--- config.mk ---
export PLATFORM = sky130hd
export DESIGN_NAME = adc_window_minmax_voltmeter
export DESIGN_NICKNAME = d
export VERILOG_FILES = /design/src/rtl/avm_pkg.sv /design/src/rtl/avm_front.sv /design/src/rtl/avm_queue.sv /design/src/rtl/avm_back.sv /design/src/rtl/adc_window_minmax_voltmeter.sv
export SDC_FILE = /design/constraint.sdc
export NUM_CORES = 2
export LEC_CHECK = 0
export BUFFER_PORTS_ARGS = -buffer_cell sky130_fd_sc_hd__buf_2
export CAP_MARGIN = 5
export CORE_MARGIN = 3
export CORE_UTILIZATION = 40
export CTS_CLUSTER_DIAMETER = 80
export DETAILED_ROUTE_END_ITERATION = 10
export GPL_TIMING_DRIVEN = 0
export PLACE_DENSITY_LB_ADDON = 0.3
export SLEW_MARGIN = 20
export SYNTH_ARGS = -nofsm -noshare
export SYNTH_HDL_FRONTEND = slang
export SYNTH_SLANG_ARGS = --single-unit
--- constraint.sdc ---
create_clock -name clk -period 17.02 [get_ports clk]
set_input_delay 0.851 -clock clk [delete_from_list [all_inputs] [get_ports clk]]
set_output_delay 0.851 -clock clk [all_outputs]
set_load 0.02 [all_outputs]
--- src/rtl/avm_pkg.sv ---
`default_nettype none
package avm_pkg;

  // Field and register widths
  localparam int CODE_W   = 14;
  localparam int GAIN_W   = 12;
  localparam int OFFSET_W = 16;
  localparam int LEN_W    = 11;
  localparam int CFG_W    = 16;
  localparam int VAL_W    = 24;
  localparam int CHAR_W   = 8;
  localparam int WHICH_W  = 2;

  // Number formatting and window limits
  localparam int DECIMAL_DIGITS = 7;
  localparam int SHOWN_DIGITS   = 3;
  localparam int MAX_WINDOW     = 1024;
  localparam int CNT_W          = $clog2(MAX_WINDOW);
  localparam int POS_W          = $clog2(SHOWN_DIGITS + 2);

  // Scaling datapath
  localparam int PROD_W   = CODE_W + GAIN_W;
  localparam int QUO_W    = PROD_W - 3;
  localparam int RECIP_SH = PROD_W + 4;
  localparam int RECIP_W  = RECIP_SH - 3;

  // Output queue between window logic and text formatter
  localparam int QUEUE_DEPTH = 4;
  localparam int QPTR_W      = $clog2(QUEUE_DEPTH);
  localparam int QCNT_W      = $clog2(QUEUE_DEPTH + 1);

  // Register reset values
  localparam logic [LEN_W-1:0]    WINDOW_LENGTH_RST = LEN_W'(20);
  localparam logic [GAIN_W-1:0]   SCALE_GAIN_RST    = GAIN_W'(2014);
  localparam logic [OFFSET_W-1:0] SCALE_OFFSET_RST  = OFFSET_W'(32742);

  // ASCII characters
  localparam logic [CHAR_W-1:0] CHAR_ZERO = 8'h30;
  localparam logic [CHAR_W-1:0] CHAR_DOT  = 8'h2E;
  localparam logic [CHAR_W-1:0] CHAR_V    = 8'h56;

  function automatic longint unsigned pow10(input int n);
    longint unsigned p;
    p = 1;
    for (int i = 0; i < n; i++) begin
      p = p * 10;
    end
    return p;
  endfunction

  localparam logic [VAL_W-1:0] VAL_TOP  = VAL_W'(pow10(DECIMAL_DIGITS) - 1);
  localparam logic [VAL_W-1:0] LEAD_POW = VAL_W'(pow10(DECIMAL_DIGITS - 1));
  // ceil(2^RECIP_SH / 10): exact quotient for every PROD_W-bit dividend
  localparam logic [RECIP_W-1:0] RECIP_M =
    RECIP_W'(((64'd1 << RECIP_SH) + 64'd9) / 64'd10);

  typedef enum logic [1:0] {
    REG_WINDOW_LENGTH = 2'd0,
    REG_SCALE_GAIN    = 2'd1,
    REG_SCALE_OFFSET  = 2'd2
  } cfg_reg_t;

  typedef enum logic [WHICH_W-1:0] {
    READ_MIN = 2'd0,
    READ_MAX = 2'd1,
    READ_MID = 2'd2
  } reading_t;

  typedef enum logic {
    BK_IDLE,
    BK_EMIT
  } back_state_t;

  typedef struct packed {
    logic [LEN_W-1:0]    window_length;
    logic [GAIN_W-1:0]   scale_gain;
    logic [OFFSET_W-1:0] scale_offset;
  } front_cfg_t;

  typedef struct packed {
    logic [VAL_W-1:0] mx;
    logic [VAL_W-1:0] mn;
  } minmax_t;

  typedef struct packed {
    logic full;
    logic empty;
  } queue_status_t;

  // Leading decimal digit of a value below 10^DECIMAL_DIGITS
  function automatic logic [3:0] lead_digit(input logic [VAL_W-1:0] r);
    logic [3:0] d;
    d = '0;
    for (int k = 1; k <= 9; k++) begin
      if ((VAL_W+4)'(r) >= (VAL_W+4)'(k) * (VAL_W+4)'(LEAD_POW)) begin
        d = 4'(k);
      end
    end
    return d;
  endfunction

  // Drop the leading digit and move the next one up
  function automatic logic [VAL_W-1:0] next_rem(input logic [VAL_W-1:0] r,
                                                input logic [3:0] d);
    logic [VAL_W+3:0] w;
    logic [VAL_W-1:0] sub;
    logic [VAL_W+3:0] t;
    w   = (VAL_W+4)'(d) * (VAL_W+4)'(LEAD_POW);
    sub = r - w[VAL_W-1:0];
    t   = (VAL_W+4)'(sub) * (VAL_W+4)'(10);
    return t[VAL_W-1:0];
  endfunction

endpackage
`default_nettype wire

--- src/rtl/avm_front.sv ---
`default_nettype none
module avm_front (
  input  wire logic                  clk,
  input  wire logic                  rst,
  input  wire avm_pkg::front_cfg_t   cfg,
  input  wire logic                  in_valid,
  output logic                       in_ready,
  input  wire logic [avm_pkg::CODE_W-1:0] in_code,
  output logic                       push,
  output avm_pkg::minmax_t           push_data,
  input  wire avm_pkg::queue_status_t q_status
);

  localparam int VW = avm_pkg::VAL_W;
  localparam int PW = avm_pkg::PROD_W;
  localparam int MW = avm_pkg::PROD_W + avm_pkg::RECIP_W;

  logic v1, v2, v3, v4;
  logic [PW-1:0] prod1;
  logic [PW-1:0] diff2;
  logic [avm_pkg::QUO_W-1:0] quo3;
  logic [VW-1:0] val4;

  logic [avm_pkg::CNT_W-1:0] count;
  logic [VW-1:0] running_min;
  logic [VW-1:0] running_max;

  logic adv;
  logic win_end;
  logic [avm_pkg::LEN_W-1:0] len_eff;
  logic [avm_pkg::LEN_W-1:0] cnt_plus;
  logic [VW-1:0] min_next, max_next;
  logic [MW-1:0] recip_prod;
  logic [VW-1:0] quo_ext;

  // Effective window length, clamped to 1..MAX_WINDOW
  always_comb begin
    priority if (cfg.window_length == '0) begin
      len_eff = avm_pkg::LEN_W'(1);
    end else if (cfg.window_length > avm_pkg::LEN_W'(avm_pkg::MAX_WINDOW)) begin
      len_eff = avm_pkg::LEN_W'(avm_pkg::MAX_WINDOW);
    end else begin
      len_eff = cfg.window_length;
    end
  end

  assign cnt_plus = avm_pkg::LEN_W'(count) + avm_pkg::LEN_W'(1);
  assign win_end  = cnt_plus >= len_eff;

  // Pipeline stalls only when a closing sample finds the queue full
  assign adv      = !(v4 && win_end && q_status.full);
  assign in_ready = adv;
  assign push     = v4 && win_end && !q_status.full;

  // Divide by ten through the reciprocal
  assign recip_prod = MW'(diff2) * MW'(avm_pkg::RECIP_M);
  assign quo_ext    = VW'(quo3);

  assign min_next = (val4 < running_min) ? val4 : running_min;
  assign max_next = (val4 > running_max) ? val4 : running_max;
  assign push_data.mn = min_next;
  assign push_data.mx = max_next;

  // Stage valid bits
  always_ff @(posedge clk) begin
    if (rst) begin
      v1 <= 1'b0;
      v2 <= 1'b0;
      v3 <= 1'b0;
      v4 <= 1'b0;
    end else if (adv) begin
      v1 <= in_valid;
      v2 <= v1;
      v3 <= v2;
      v4 <= v3;
    end
  end

  // Scaling stages: multiply, offset, divide, saturate
  always_ff @(posedge clk) begin
    if (adv) begin
      prod1 <= PW'(in_code) * PW'(cfg.scale_gain);
      diff2 <= (prod1 > PW'(cfg.scale_offset)) ? prod1 - PW'(cfg.scale_offset) : '0;
      quo3  <= recip_prod[avm_pkg::RECIP_SH +: avm_pkg::QUO_W];
      val4  <= (quo_ext > avm_pkg::VAL_TOP) ? avm_pkg::VAL_TOP : quo_ext;
    end
  end

  // Window state: count, running minimum and maximum
  always_ff @(posedge clk) begin
    if (rst) begin
      count       <= '0;
      running_min <= '1;
      running_max <= '0;
    end else if (adv && v4) begin
      if (win_end) begin
        count       <= '0;
        running_min <= '1;
        running_max <= '0;
      end else begin
        count       <= cnt_plus[avm_pkg::CNT_W-1:0];
        running_min <= min_next;
        running_max <= max_next;
      end
    end
  end

endmodule
`default_nettype wire

--- src/rtl/avm_queue.sv ---
`default_nettype none
module avm_queue (
  input  wire logic              clk,
  input  wire logic              rst,
  input  wire logic              push,
  input  wire avm_pkg::minmax_t  push_data,
  input  wire logic              pop,
  output avm_pkg::minmax_t       pop_data,
  output avm_pkg::queue_status_t status
);

  avm_pkg::minmax_t mem [avm_pkg::QUEUE_DEPTH];
  logic [avm_pkg::QPTR_W-1:0] wr_ptr, rd_ptr;
  logic [avm_pkg::QCNT_W-1:0] fill;

  assign status.full  = fill == avm_pkg::QCNT_W'(avm_pkg::QUEUE_DEPTH);
  assign status.empty = fill == '0;
  assign pop_data     = mem[rd_ptr];

  // Entry storage
  always_ff @(posedge clk) begin
    if (push) begin
      mem[wr_ptr] <= push_data;
    end
  end

  // Pointers and fill level
  always_ff @(posedge clk) begin
    if (rst) begin
      wr_ptr <= '0;
      rd_ptr <= '0;
      fill   <= '0;
    end else begin
      if (push) begin
        wr_ptr <= wr_ptr + avm_pkg::QPTR_W'(1);
      end
      if (pop) begin
        rd_ptr <= rd_ptr + avm_pkg::QPTR_W'(1);
      end
      unique case ({push, pop})
        2'b10:   fill <= fill + avm_pkg::QCNT_W'(1);
        2'b01:   fill <= fill - avm_pkg::QCNT_W'(1);
        default: fill <= fill;
      endcase
    end
  end

endmodule
`default_nettype wire

--- src/rtl/avm_back.sv ---
`default_nettype none
module avm_back (
  input  wire logic                   clk,
  input  wire logic                   rst,
  input  wire avm_pkg::queue_status_t q_status,
  output logic                        pop,
  input  wire avm_pkg::minmax_t       pop_data,
  output logic                        m_tvalid,
  input  wire logic                   m_tready,
  output logic [avm_pkg::CHAR_W-1:0]  m_tdata,
  output logic [avm_pkg::WHICH_W-1:0] m_tuser,
  output logic                        m_tlast
);

  localparam int VW = avm_pkg::VAL_W;
  localparam int PW = avm_pkg::POS_W;
  localparam logic [PW-1:0] POS_DOT  = PW'(1);
  localparam logic [PW-1:0] POS_UNIT = PW'(avm_pkg::SHOWN_DIGITS + 1);

  avm_pkg::back_state_t state, state_next;
  avm_pkg::reading_t    which, which_next;
  logic [PW-1:0] pos;
  logic [VW-1:0] mn, mx, mid, rem;

  logic out_free;
  logic emit;
  logic last_pos;
  logic final_char;
  logic [3:0] digit;
  logic [avm_pkg::CHAR_W-1:0] char_val;
  logic [VW:0] mid_sum;

  assign out_free   = !m_tvalid || m_tready;
  assign last_pos   = pos == POS_UNIT;
  assign final_char = last_pos && (which == avm_pkg::READ_MID);
  assign digit      = avm_pkg::lead_digit(rem);
  assign mid_sum    = (VW+1)'(mn) + (VW+1)'(mx);

  // Character at the current position
  always_comb begin
    priority if (pos == POS_DOT) begin
      char_val = avm_pkg::CHAR_DOT;
    end else if (last_pos) begin
      char_val = avm_pkg::CHAR_V;
    end else begin
      char_val = avm_pkg::CHAR_ZERO + avm_pkg::CHAR_W'(digit);
    end
  end

  always_comb begin
    unique case (which)
      avm_pkg::READ_MIN: which_next = avm_pkg::READ_MAX;
      avm_pkg::READ_MAX: which_next = avm_pkg::READ_MID;
      default:           which_next = avm_pkg::READ_MIN;
    endcase
  end

  // Next state
  always_comb begin
    state_next = state;
    unique case (state)
      avm_pkg::BK_IDLE: begin
        if (!q_status.empty) state_next = avm_pkg::BK_EMIT;
      end
      avm_pkg::BK_EMIT: begin
        if (out_free && final_char && q_status.empty) state_next = avm_pkg::BK_IDLE;
      end
      default: state_next = avm_pkg::BK_IDLE;
    endcase
  end

  // Control outputs: next window is loaded right after the last word
  always_comb begin
    pop  = 1'b0;
    emit = 1'b0;
    unique case (state)
      avm_pkg::BK_IDLE: begin
        pop = !q_status.empty;
      end
      avm_pkg::BK_EMIT: begin
        emit = out_free;
        pop  = out_free && final_char && !q_status.empty;
      end
      default: begin
        pop  = 1'b0;
        emit = 1'b0;
      end
    endcase
  end

  always_ff @(posedge clk) begin
    if (rst) begin
      state <= avm_pkg::BK_IDLE;
    end else begin
      state <= state_next;
    end
  end

  // Reading and character position
  always_ff @(posedge clk) begin
    if (rst) begin
      which <= avm_pkg::READ_MIN;
      pos   <= '0;
    end else if (pop) begin
      which <= avm_pkg::READ_MIN;
      pos   <= '0;
    end else if (emit) begin
      if (last_pos) begin
        which <= which_next;
        pos   <= '0;
      end else begin
        pos <= pos + PW'(1);
      end
    end
  end

  // Values being formatted; mid settles long before it is needed
  always_ff @(posedge clk) begin
    mid <= mid_sum[VW:1];
    if (pop) begin
      mn  <= pop_data.mn;
      mx  <= pop_data.mx;
      rem <= pop_data.mn;
    end else if (emit) begin
      if (last_pos) begin
        rem <= (which == avm_pkg::READ_MIN) ? mx : mid;
      end else if (pos != POS_DOT) begin
        rem <= avm_pkg::next_rem(rem, digit);
      end
    end
  end

  // Output register
  always_ff @(posedge clk) begin
    if (rst) begin
      m_tvalid <= 1'b0;
    end else if (out_free) begin
      m_tvalid <= emit;
    end
  end

  always_ff @(posedge clk) begin
    if (emit) begin
      m_tdata <= char_val;
      m_tuser <= which;
      m_tlast <= final_char;
    end
  end

endmodule
`default_nettype wire

--- src/rtl/adc_window_minmax_voltmeter.sv ---
// Takes one sample word per cycle while s_tready is high; the pipeline registers the multiply,
// offset, divide and saturate results. The first character leaves once the closing sample has
// passed those stages and the queue; the rest of the window's 15 characters follow at one per
// cycle while the output is taken. A four-entry queue holds finished windows; with windows under
// 15 samples the text side sets the pace; ready drops when a closing sample meets a full queue.
// Synchronous active-high reset: registers to defaults, window state cleared, queue empty.
`default_nettype none
module adc_window_minmax_voltmeter (
  input  wire logic        clk,
  input  wire logic        rst,
  // slave stream, tdata: sample_code[13:0], zero fill [15:14]
  input  wire logic        s_tvalid,
  output logic             s_tready,
  input  wire logic [15:0] s_tdata,
  // master stream
  output logic             m_tvalid,
  input  wire logic        m_tready,
  output logic [7:0]       m_tdata,   // text_char[7:0]
  output logic [1:0]       m_tuser,   // which_reading[1:0]
  output logic             m_tlast,
  // configuration writes
  input  wire logic        cfg_valid,
  output logic             cfg_ready,
  input  wire logic [1:0]  cfg_index,
  input  wire logic [15:0] cfg_data
);

  avm_pkg::front_cfg_t    cfg;
  avm_pkg::minmax_t       push_data, pop_data;
  avm_pkg::queue_status_t q_status;
  logic push, pop;

  assign cfg_ready = 1'b1;

  // Configuration registers
  always_ff @(posedge clk) begin
    if (rst) begin
      cfg.window_length <= avm_pkg::WINDOW_LENGTH_RST;
      cfg.scale_gain    <= avm_pkg::SCALE_GAIN_RST;
      cfg.scale_offset  <= avm_pkg::SCALE_OFFSET_RST;
    end else if (cfg_valid && cfg_ready) begin
      unique case (avm_pkg::cfg_reg_t'(cfg_index))
        avm_pkg::REG_WINDOW_LENGTH: cfg.window_length <= cfg_data[avm_pkg::LEN_W-1:0];
        avm_pkg::REG_SCALE_GAIN:    cfg.scale_gain    <= cfg_data[avm_pkg::GAIN_W-1:0];
        avm_pkg::REG_SCALE_OFFSET:  cfg.scale_offset  <= cfg_data[avm_pkg::OFFSET_W-1:0];
        default: ;
      endcase
    end
  end

  avm_front u_front (
    .clk       (clk),
    .rst       (rst),
    .cfg       (cfg),
    .in_valid  (s_tvalid),
    .in_ready  (s_tready),
    .in_code   (s_tdata[avm_pkg::CODE_W-1:0]),
    .push      (push),
    .push_data (push_data),
    .q_status  (q_status)
  );

  avm_queue u_queue (
    .clk       (clk),
    .rst       (rst),
    .push      (push),
    .push_data (push_data),
    .pop       (pop),
    .pop_data  (pop_data),
    .status    (q_status)
  );

  avm_back u_back (
    .clk      (clk),
    .rst      (rst),
    .q_status (q_status),
    .pop      (pop),
    .pop_data (pop_data),
    .m_tvalid (m_tvalid),
    .m_tready (m_tready),
    .m_tdata  (m_tdata),
    .m_tuser  (m_tuser),
    .m_tlast  (m_tlast)
  );

  // Final word of a window is the unit mark of the midrange reading
  a_last_word: assert property (@(posedge clk) disable iff (rst)
    m_tvalid && m_tlast |-> m_tuser == avm_pkg::READ_MID && m_tdata == avm_pkg::CHAR_V)
    else $error("last word is not the midrange unit mark");

  // Input backpressure only comes from a full queue
  a_ready_cause: assert property (@(posedge clk) disable iff (rst)
    !s_tready |-> q_status.full)
    else $error("input stalled with room in the queue");

  // Queue never pushed when full nor popped when empty
  a_queue_bounds: assert property (@(posedge clk) disable iff (rst)
    !(push && q_status.full) && !(pop && q_status.empty))
    else $error("queue overflow or underflow");

endmodule
`default_nettype wire
======== Yosys cells after proc, flatten, opt, wreduce, memory -nomap -nowiden ========
Memories as Yosys holds them, arrays and structs flattened. A register that Yosys moved wholly into a read port is not among the register bits.
Index checks and enable logic that the tools add are counted.
word-level totals
  output and inout bits ................... 14
  flip-flop bits (word level) ............. 321
  memory bits (writable) .................. 192
  logic and storage cells ................. 133
  bits of input ports ..................... 39
  memories ................................ 1
memory list
  memory       depth  bits a word  read ports  clocked after Yosys merged registers in  write ports  RTL line         RTL
  u_queue.mem  4      48           1           1                                        1            avm_queue.sv:12  avm_pkg::minmax_t mem [avm_pkg::QUEUE_DEPTH];
operators by class
  add/sub/neg operators ................... 10
  multiply operators ...................... 4
  reduce and logical (&&, ||, !) cells .... 27
  mux-type cells .......................... 35
  eq/ne operators ......................... 10
  bitwise operators ....................... 1
  $lt $le $gt $ge ......................... 15
operator list
  cell                                                              count
  2-to-1 mux 24 bit                                                 10
  >= comparator 24 x 23 -> 1 bit (second input constant)            4
  multiplier 26 x 27 -> 53 bit (second input constant)              1
  >= comparator 24 x 22 -> 1 bit (second input constant)            2
  greater-than comparator 26 x 16 -> 1 bit                          1
  multiplier 14 x 12 -> 26 bit                                      1
  subtractor 26 x 16 -> 26 bit                                      1
  adder 24 x 24 -> 25 bit                                           1
  >= comparator 24 x 20 -> 1 bit (second input constant)            1
  >= comparator 24 x 21 -> 1 bit (second input constant)            1
  >= comparator 24 bit (second input constant)                      1
  greater-than comparator 23 x 24 -> 1 bit (second input constant)  1
  greater-than comparator 24 bit                                    1
  < comparator 24 bit                                               1
  multiplier 24 x 3 -> 23 bit (second input constant)               1
  subtractor 24 bit                                                 1
  2-to-1 mux 11 bit                                                 2
  multiplier 4 x 14 -> 18 bit (second input constant)               1
  2-to-1 mux 3 bit                                                  5
  adder 10 x 1 -> 11 bit (second input constant)                    1
  >= comparator 11 bit                                              1
  greater-than comparator 11 bit (second input constant)            1
  zero test 11 bit                                                  1
  2-to-1 mux 10 bit                                                 1
  other kinds (26)                                                  60

======== Depth between registers and ports, before layout ========
  depth in word-level cells ............... 17
  gate-level depth with buffers ........... 30
  mapped depth without buffers ............ 29

======== Hierarchy ========
From an unflattened synthesis, not the netlist that was laid out.
second synthesis, totals
  cells, all modules ...................... 3545
  area total of the unflattened synthesis .. 39055.0 sq um
by module, submodules not included
  module                       area an instance (sq um)  cells each  sequential area each (sq um)  instances
  avm_front                    22313.9                   2271        4184.0                        1
  avm_back                     7778.7                    815         3083.0                        1
  avm_queue                    7352.1                    297         5945.7                        1
  adc_window_minmax_voltmeter  1610.3                    162         780.7                         1

======== Worst setup path after synthesis ========
OpenSTA, ideal clock, no wires.
  kind .................................... register to register
  start point ............................. reg u_front.diff2[6]
  end point ............................... reg u_front.quo3[21] in the netlist's numbering (data pin)
  stages on the path, launching flop included .. 24
  data required time ...................... 16.758 ns
  arrival time ............................ 6.322 ns
  clock period less this slack ............ 6.584 ns
  slack ................................... 10.436 ns
  path through ............................ edfxtp_1 inv_1 ha_1 inv_1 fa_1 inv_1 fa_1 inv_1 fa_1 fa_1 inv_1 fa_1 inv_1 fa_1 ha_1 a21oi_1 nor2b_1 a311o_1 o211ai_1 nand2_1 a221o_1 a221oi_2 o21bai_1 xor2_1
on the way
  cells in the longest elaborated chain, start to end .. 1
ends and longest elaborated chain
  what                          RTL line         RTL
  start: declaration            avm_front.sv:20  logic [PW-1:0] diff2;
  start signal: assignment      avm_front.sv:83  diff2 <= (prod1 > PW'(cfg.scale_offset)) ? prod1 - PW'(cfg.scale_offset) : '0;
  multiplier 26 x 27 -> 53 bit  avm_front.sv:56  assign recip_prod = MW'(diff2) * MW'(avm_pkg::RECIP_M);
  net u_front.recip_prod[51]    avm_front.sv:33  logic [MW-1:0] recip_prod;
  end signal: assignment        avm_front.sv:84  quo3 <= recip_prod[avm_pkg::RECIP_SH +: avm_pkg::QUO_W];
  end: declaration              avm_front.sv:21  logic [avm_pkg::QUO_W-1:0] quo3;
The timed path passes the listed nets, and every way through them passes these cells.
A chain may end at the register's enable or synchronous reset.

======== Worst setup path after layout ========
  start point ............................. reg u_back.rem[15]
  end point ............................... reg u_back.rem[23] (data pin)
on the way
  cells in the longest elaborated chain, start to end .. 17
  elaborated cells between the ends (all ways) .. 25
  those cells by class .................... add/sub (1); mul (2); order compare (9); mux (13)
ends and longest elaborated chain
  what                             RTL line         RTL
  start: declaration               avm_back.sv:23   logic [VW-1:0] mn, mx, mid, rem;
  start signal: assignment         avm_back.sv:123  rem <= pop_data.mn;
  start signal: assignment         avm_back.sv:126  rem <= (which == avm_pkg::READ_MIN) ? mx : mid;
  start signal: assignment         avm_back.sv:128  rem <= avm_pkg::next_rem(rem, digit);
  >= comparator 24 x 20 -> 1 bit   avm_pkg.sv:95    if ((VAL_W+4)'(r) >= (VAL_W+4)'(k) * (VAL_W+4)'(LEAD_POW)) begin
  2-to-1 mux 1 bit                 avm_pkg.sv:95
  2-to-1 mux 2 bit (2 in a row)    avm_pkg.sv:95
  2-to-1 mux 3 bit (4 in a row)    avm_pkg.sv:95
  2-to-1 mux 4 bit                 avm_pkg.sv:95
  2-to-1 mux 4 bit (*)             avm_pkg.sv:95
  net u_back.digit[0]              avm_back.sv:29   logic [3:0] digit;
  multiplier 4 x 14 -> 18 bit (*)  avm_pkg.sv:108   w = (VAL_W+4)'(d) * (VAL_W+4)'(LEAD_POW);
  subtractor 24 bit (*)            avm_pkg.sv:109   sub = r - w[VAL_W-1:0];
  multiplier 24 x 3 -> 23 bit (*)  avm_pkg.sv:110   t = (VAL_W+4)'(sub) * (VAL_W+4)'(10);
  2-to-1 mux 24 bit (*)            avm_back.sv:127  end else if (pos != POS_DOT) begin
  2-to-1 mux 24 bit (*)            avm_back.sv:125  if (last_pos) begin
  2-to-1 mux 24 bit (*)            avm_back.sv:124  end else if (emit) begin
  2-to-1 mux 24 bit (*)            avm_back.sv:120  if (pop) begin
The timed path passes the listed nets; every way through them passes the cells marked *. The select of a mux whose other input is x is not followed.

==> results.cfg <==
[run_status]
status = complete, no violations

[finish]
area_of_all_sequential_standard_cells_um2 = 14000
final_area_um2 = 42400
n_fill_cell = 8821
layout-drive-gt1-share_pct = 7.16
area_taken_by_multi_input_logic_gates_um2 = 22100
area_growth_pct = 10.1
nets = 4366

[sta]
max_freq_mhz = 133
unrepaired_setup_endpoints_after_global_routing = false
timing.final.max_slew_violations = 0
fin_skew_ns = 0.0406
hold_violations = 0
worst-slew-pin-transition_ns = 1.09
slew_headroom_pct = 27.4
setup-tns-final_ns = 0
fin_crit_ns = 7.50
setup_viol_count_final = 0
hold-worst-slack_ns = 0.400
fin_crit_sh_pct = 44.1
final_critical_path_setup_slack_ns = 9.52

[detailed_routing]
avgRoutedWirePerCell_um = 17.5
dr.first_iter.drc_count = 1278
drt-total-wl_um = 85500
via_count = 25100
ant_nets = 0
vias_per_cell = 5.16
drt_pass_1_iters = 5
drc = 0

[critical_path]
r2r_setup_slack_ns = 9.52
required_ns = 17.48
start_kind = flip-flop
crit_type = flip-flop to flip-flop
worstPathArrival_ns = 7.96
cp-end-kind = flip-flop
worst-path-max-fanout = 10
reg2regPathDepth = 24
timing.rr.end = u_back.rem[23]$_DFFE_PP_
rr_startpoint = u_back.rem[15]$_DFFE_PP_

[global_route]
grt.busiest_layer = met2
grt_start_max_net_pins = 56
global_route.overflow_total = 0
grt_use_met1_pct = 23.5
grt_use_met3_pct = 1.80
grt_pass1_vias = 25500
use_met2_pct = 29.7
gr-usage-all-layers_pct = 17.3
grt_antenna_before_repair = 2
grt_first_pass_wirelength_um = 138000

[floorplanning]
floorplan.die.height_um = 316
io_pins = 53
dieArea_um2 = 100000
floorplan.core_area_um2 = 95200
die_width_um = 316
row_count = 113
initial_standard_cell_utilization_of_the_core_pct = 40.5

[logic_synthesis]
synth.yosys.seq_area_share_pct = 36.4
yosysWarningCount = 0
proportion_of_register_bits_with_asynchronous_set_or_reset_after_synthesis_pct = 0
synth.area.top_cells = sky130_fd_sc_hd__edfxtp_1 29%, sky130_fd_sc_hd__fa_1 17%, sky130_fd_sc_hd__ha_1 14%, sky130_fd_sc_hd__dfxtp_1 7.3%, sky130_fd_sc_hd__inv_1 5.1%
synthDominantCellAreaShare_pct = 29.0
most_used_standard_cell_by_instance_count_after_synthesis = sky130_fd_sc_hd__inv_1
synth_enable_flop_cells = 372
flop_and_latch_count_out_of_synthesis = 513
synthDominantAreaCellType = sky130_fd_sc_hd__edfxtp_1
synth_common_cells = 520 x sky130_fd_sc_hd__inv_1, 445 x sky130_fd_sc_hd__ha_1, 372 x sky130_fd_sc_hd__edfxtp_1, 322 x sky130_fd_sc_hd__fa_1, 270 x sky130_fd_sc_hd__nand2_1
post_synth_inst_count = 3446
synthesis.area_um2 = 38500
synth_ff_type = sky130_fd_sc_hd__edfxtp_1
syn_area_per_cell_um2 = 11.2
post_synth_num_cell_types = 87

[clocking]
cts_post_setup_buffers_inserted = 0
tritoncts.num_buffers = 53
cts_hold_buf = 0
cts_num_sinks = 513
insertion_delay_ns = 0.63
htreeDepth = 2
clock_path_buffers = 3
clock_transition_at_the_register_clock_pins_on_the_worst_setup_and_hold_paths_after_cts_ns = 0.06
cts_tree = built
cts.root.buffer_cell = sky130_fd_sc_hd__clkbuf_16
post_cts_resize_count = 0

[placed_design]
placed_area_um2 = 40500
place.gp.congestion = 0.876
detailedPlace.worstSlack_ns = 9.51
hpwl_um = 68800
placement.io_buffers = 48

[min_path]
worstHoldEndpoint = u_front.val4[10]$_DFFE_PN_
min_path_cells = 0
worst_hold_startpoint = u_front.quo3[10]$_DFFE_PN_
worst_hold_path_type = flip-flop to flip-flop

[run]
maxCapViolCount = 0
worst max-delay path, cell delays in order, from the launching register on:
cell and delay [ns]:
sky130_fd_sc_hd__edfxtp_1 0.42, sky130_fd_sc_hd__buf_4 0.19, sky130_fd_sc_hd__or4_1 0.46, sky130_fd_sc_hd__a21oi_1 0.19, sky130_fd_sc_hd__o21ai_2 0.09, sky130_fd_sc_hd__a21oi_2 0.45
sky130_fd_sc_hd__inv_1 0.30, sky130_fd_sc_hd__o21ai_1 0.74, sky130_fd_sc_hd__inv_1 0.32, sky130_fd_sc_hd__fa_1 0.60, sky130_fd_sc_hd__inv_1 0.07, sky130_fd_sc_hd__fa_1 0.45
sky130_fd_sc_hd__xnor2_1 0.16, sky130_fd_sc_hd__ha_1 0.37, sky130_fd_sc_hd__nand2_1 0.08, sky130_fd_sc_hd__o211ai_1 0.34, sky130_fd_sc_hd__xor2_1 0.26, sky130_fd_sc_hd__ha_1 0.27
sky130_fd_sc_hd__ha_1 0.34, sky130_fd_sc_hd__or3_1 0.37, sky130_fd_sc_hd__o21ai_0 0.14, sky130_fd_sc_hd__nor3_2 0.08, sky130_fd_sc_hd__o21ai_0 0.15, sky130_fd_sc_hd__or3b_1 0.37
sky130_fd_sc_hd__a21oi_1 0.14
cell families (layout without fill, tap and decap cells):
family | after synthesis | count (layout) | share of synthesized area, %
AO/OA/AOI/OAI | 572 | 572 | 9.90
XOR/XNOR | 124 | 124 | 2.82
adder cells (fa/ha/maj) | 767 | 767 | 31.2
buffers and inverters | 620 | 775 | 6.19
flip-flops | 513 | 513 | 36.4
multiplexers | 105 | 105 | 4.44
other | 2 | 7 | 0.0195
AND/OR/NAND/NOR | 743 | 743 | 9.05
metrics by stage:
stage | utilization [%] | cells
after floorplan | - | 3450
after global placement | 42.4 | 4763
after detailed placement | 42.6 | 4770
after CTS | 44.5 | 4870
after global routing | 44.5 | 4870
final | 44.5 | 4871
cell usage in the layout (no fill, tap or decap), drive strengths merged, types with 47 or more instances in the layout:
master  instances
nand2         270
a21o           57
xnor2          87
ha            445
a21oi         158
o21ai         125
dfxtp         141
inv           524
clkbuf        147
mux2           47
and2           68
nor2          176
buf            70
fa            322
mux4           48
edfxtp        372
flip-flops by register name, indices dropped and copies added, names as in the netlist, 2 cells and up, named ones only:
register             cells
u_front.diff2           26
u_front.running_max     24
u_back.which             2
u_back.mn               24
u_back.m_tdata           7
u_front.running_min     24
u_front.quo3            23
u_front.prod1           26
u_back.m_tuser           2
cfg                     39
u_queue.mem            192
u_queue.rd_ptr           2
u_queue.wr_ptr           2
u_queue.fill             3
u_front.count           10
u_back.rem              24
u_back.pos               3
u_back.mid              24
u_back.mx               24
u_front.val4            23
how the worst max path moves through the flow:
stage / cells after the start / slack, ns / start / endpoint
after detailed placement: 24 / 9.51 / u_back.rem[15]$_DFFE_PP_ / u_back.rem[23]$_DFFE_PP_
after global placement: 24 / 9.03 / u_back.rem[15]$_DFFE_PP_ / u_back.rem[23]$_DFFE_PP_
after global routing: 24 / 9.06 / u_back.rem[15]$_DFFE_PP_ / u_back.rem[23]$_DFFE_PP_
after floorplan: 23 / 10.44 / u_front.diff2[6]$_SDFFCE_PP0N_ / u_front.quo3[21]$_DFFE_PN_
final: 24 / 9.52 / u_back.rem[15]$_DFFE_PP_ / u_back.rem[23]$_DFFE_PP_
after CTS: 24 / 9.47 / u_back.rem[15]$_DFFE_PP_ / u_back.rem[23]$_DFFE_PP_
metal layers:
layer,wire length [um],part of all wire [%]
met5,0,0
met4,1910,2.2
met3,2870,3.4
met2,42000,49
met1,38700,45
layout make-up:
| class | instances | share of cell area (%) |
|---|---|---|
| Antenna cell | 1 | 0.00591 |
| Buffer | 98 | 1.01 |
| Clock buffer | 64 | 3.33 |
| Clock inverter | 36 | 0.998 |
| Inverter | 522 | 4.64 |
| Multi-Input combinational cell | 2317 | 52.3 |
| Sequential cell | 513 | 33.0 |
| Tap cell | 1265 | 3.74 |
| Timing Repair Buffer | 55 | 0.975 |
Power is left out: the tool's default activity adds up to more than one toggle a clock period on the data nets, which glitch-free logic cannot reach.
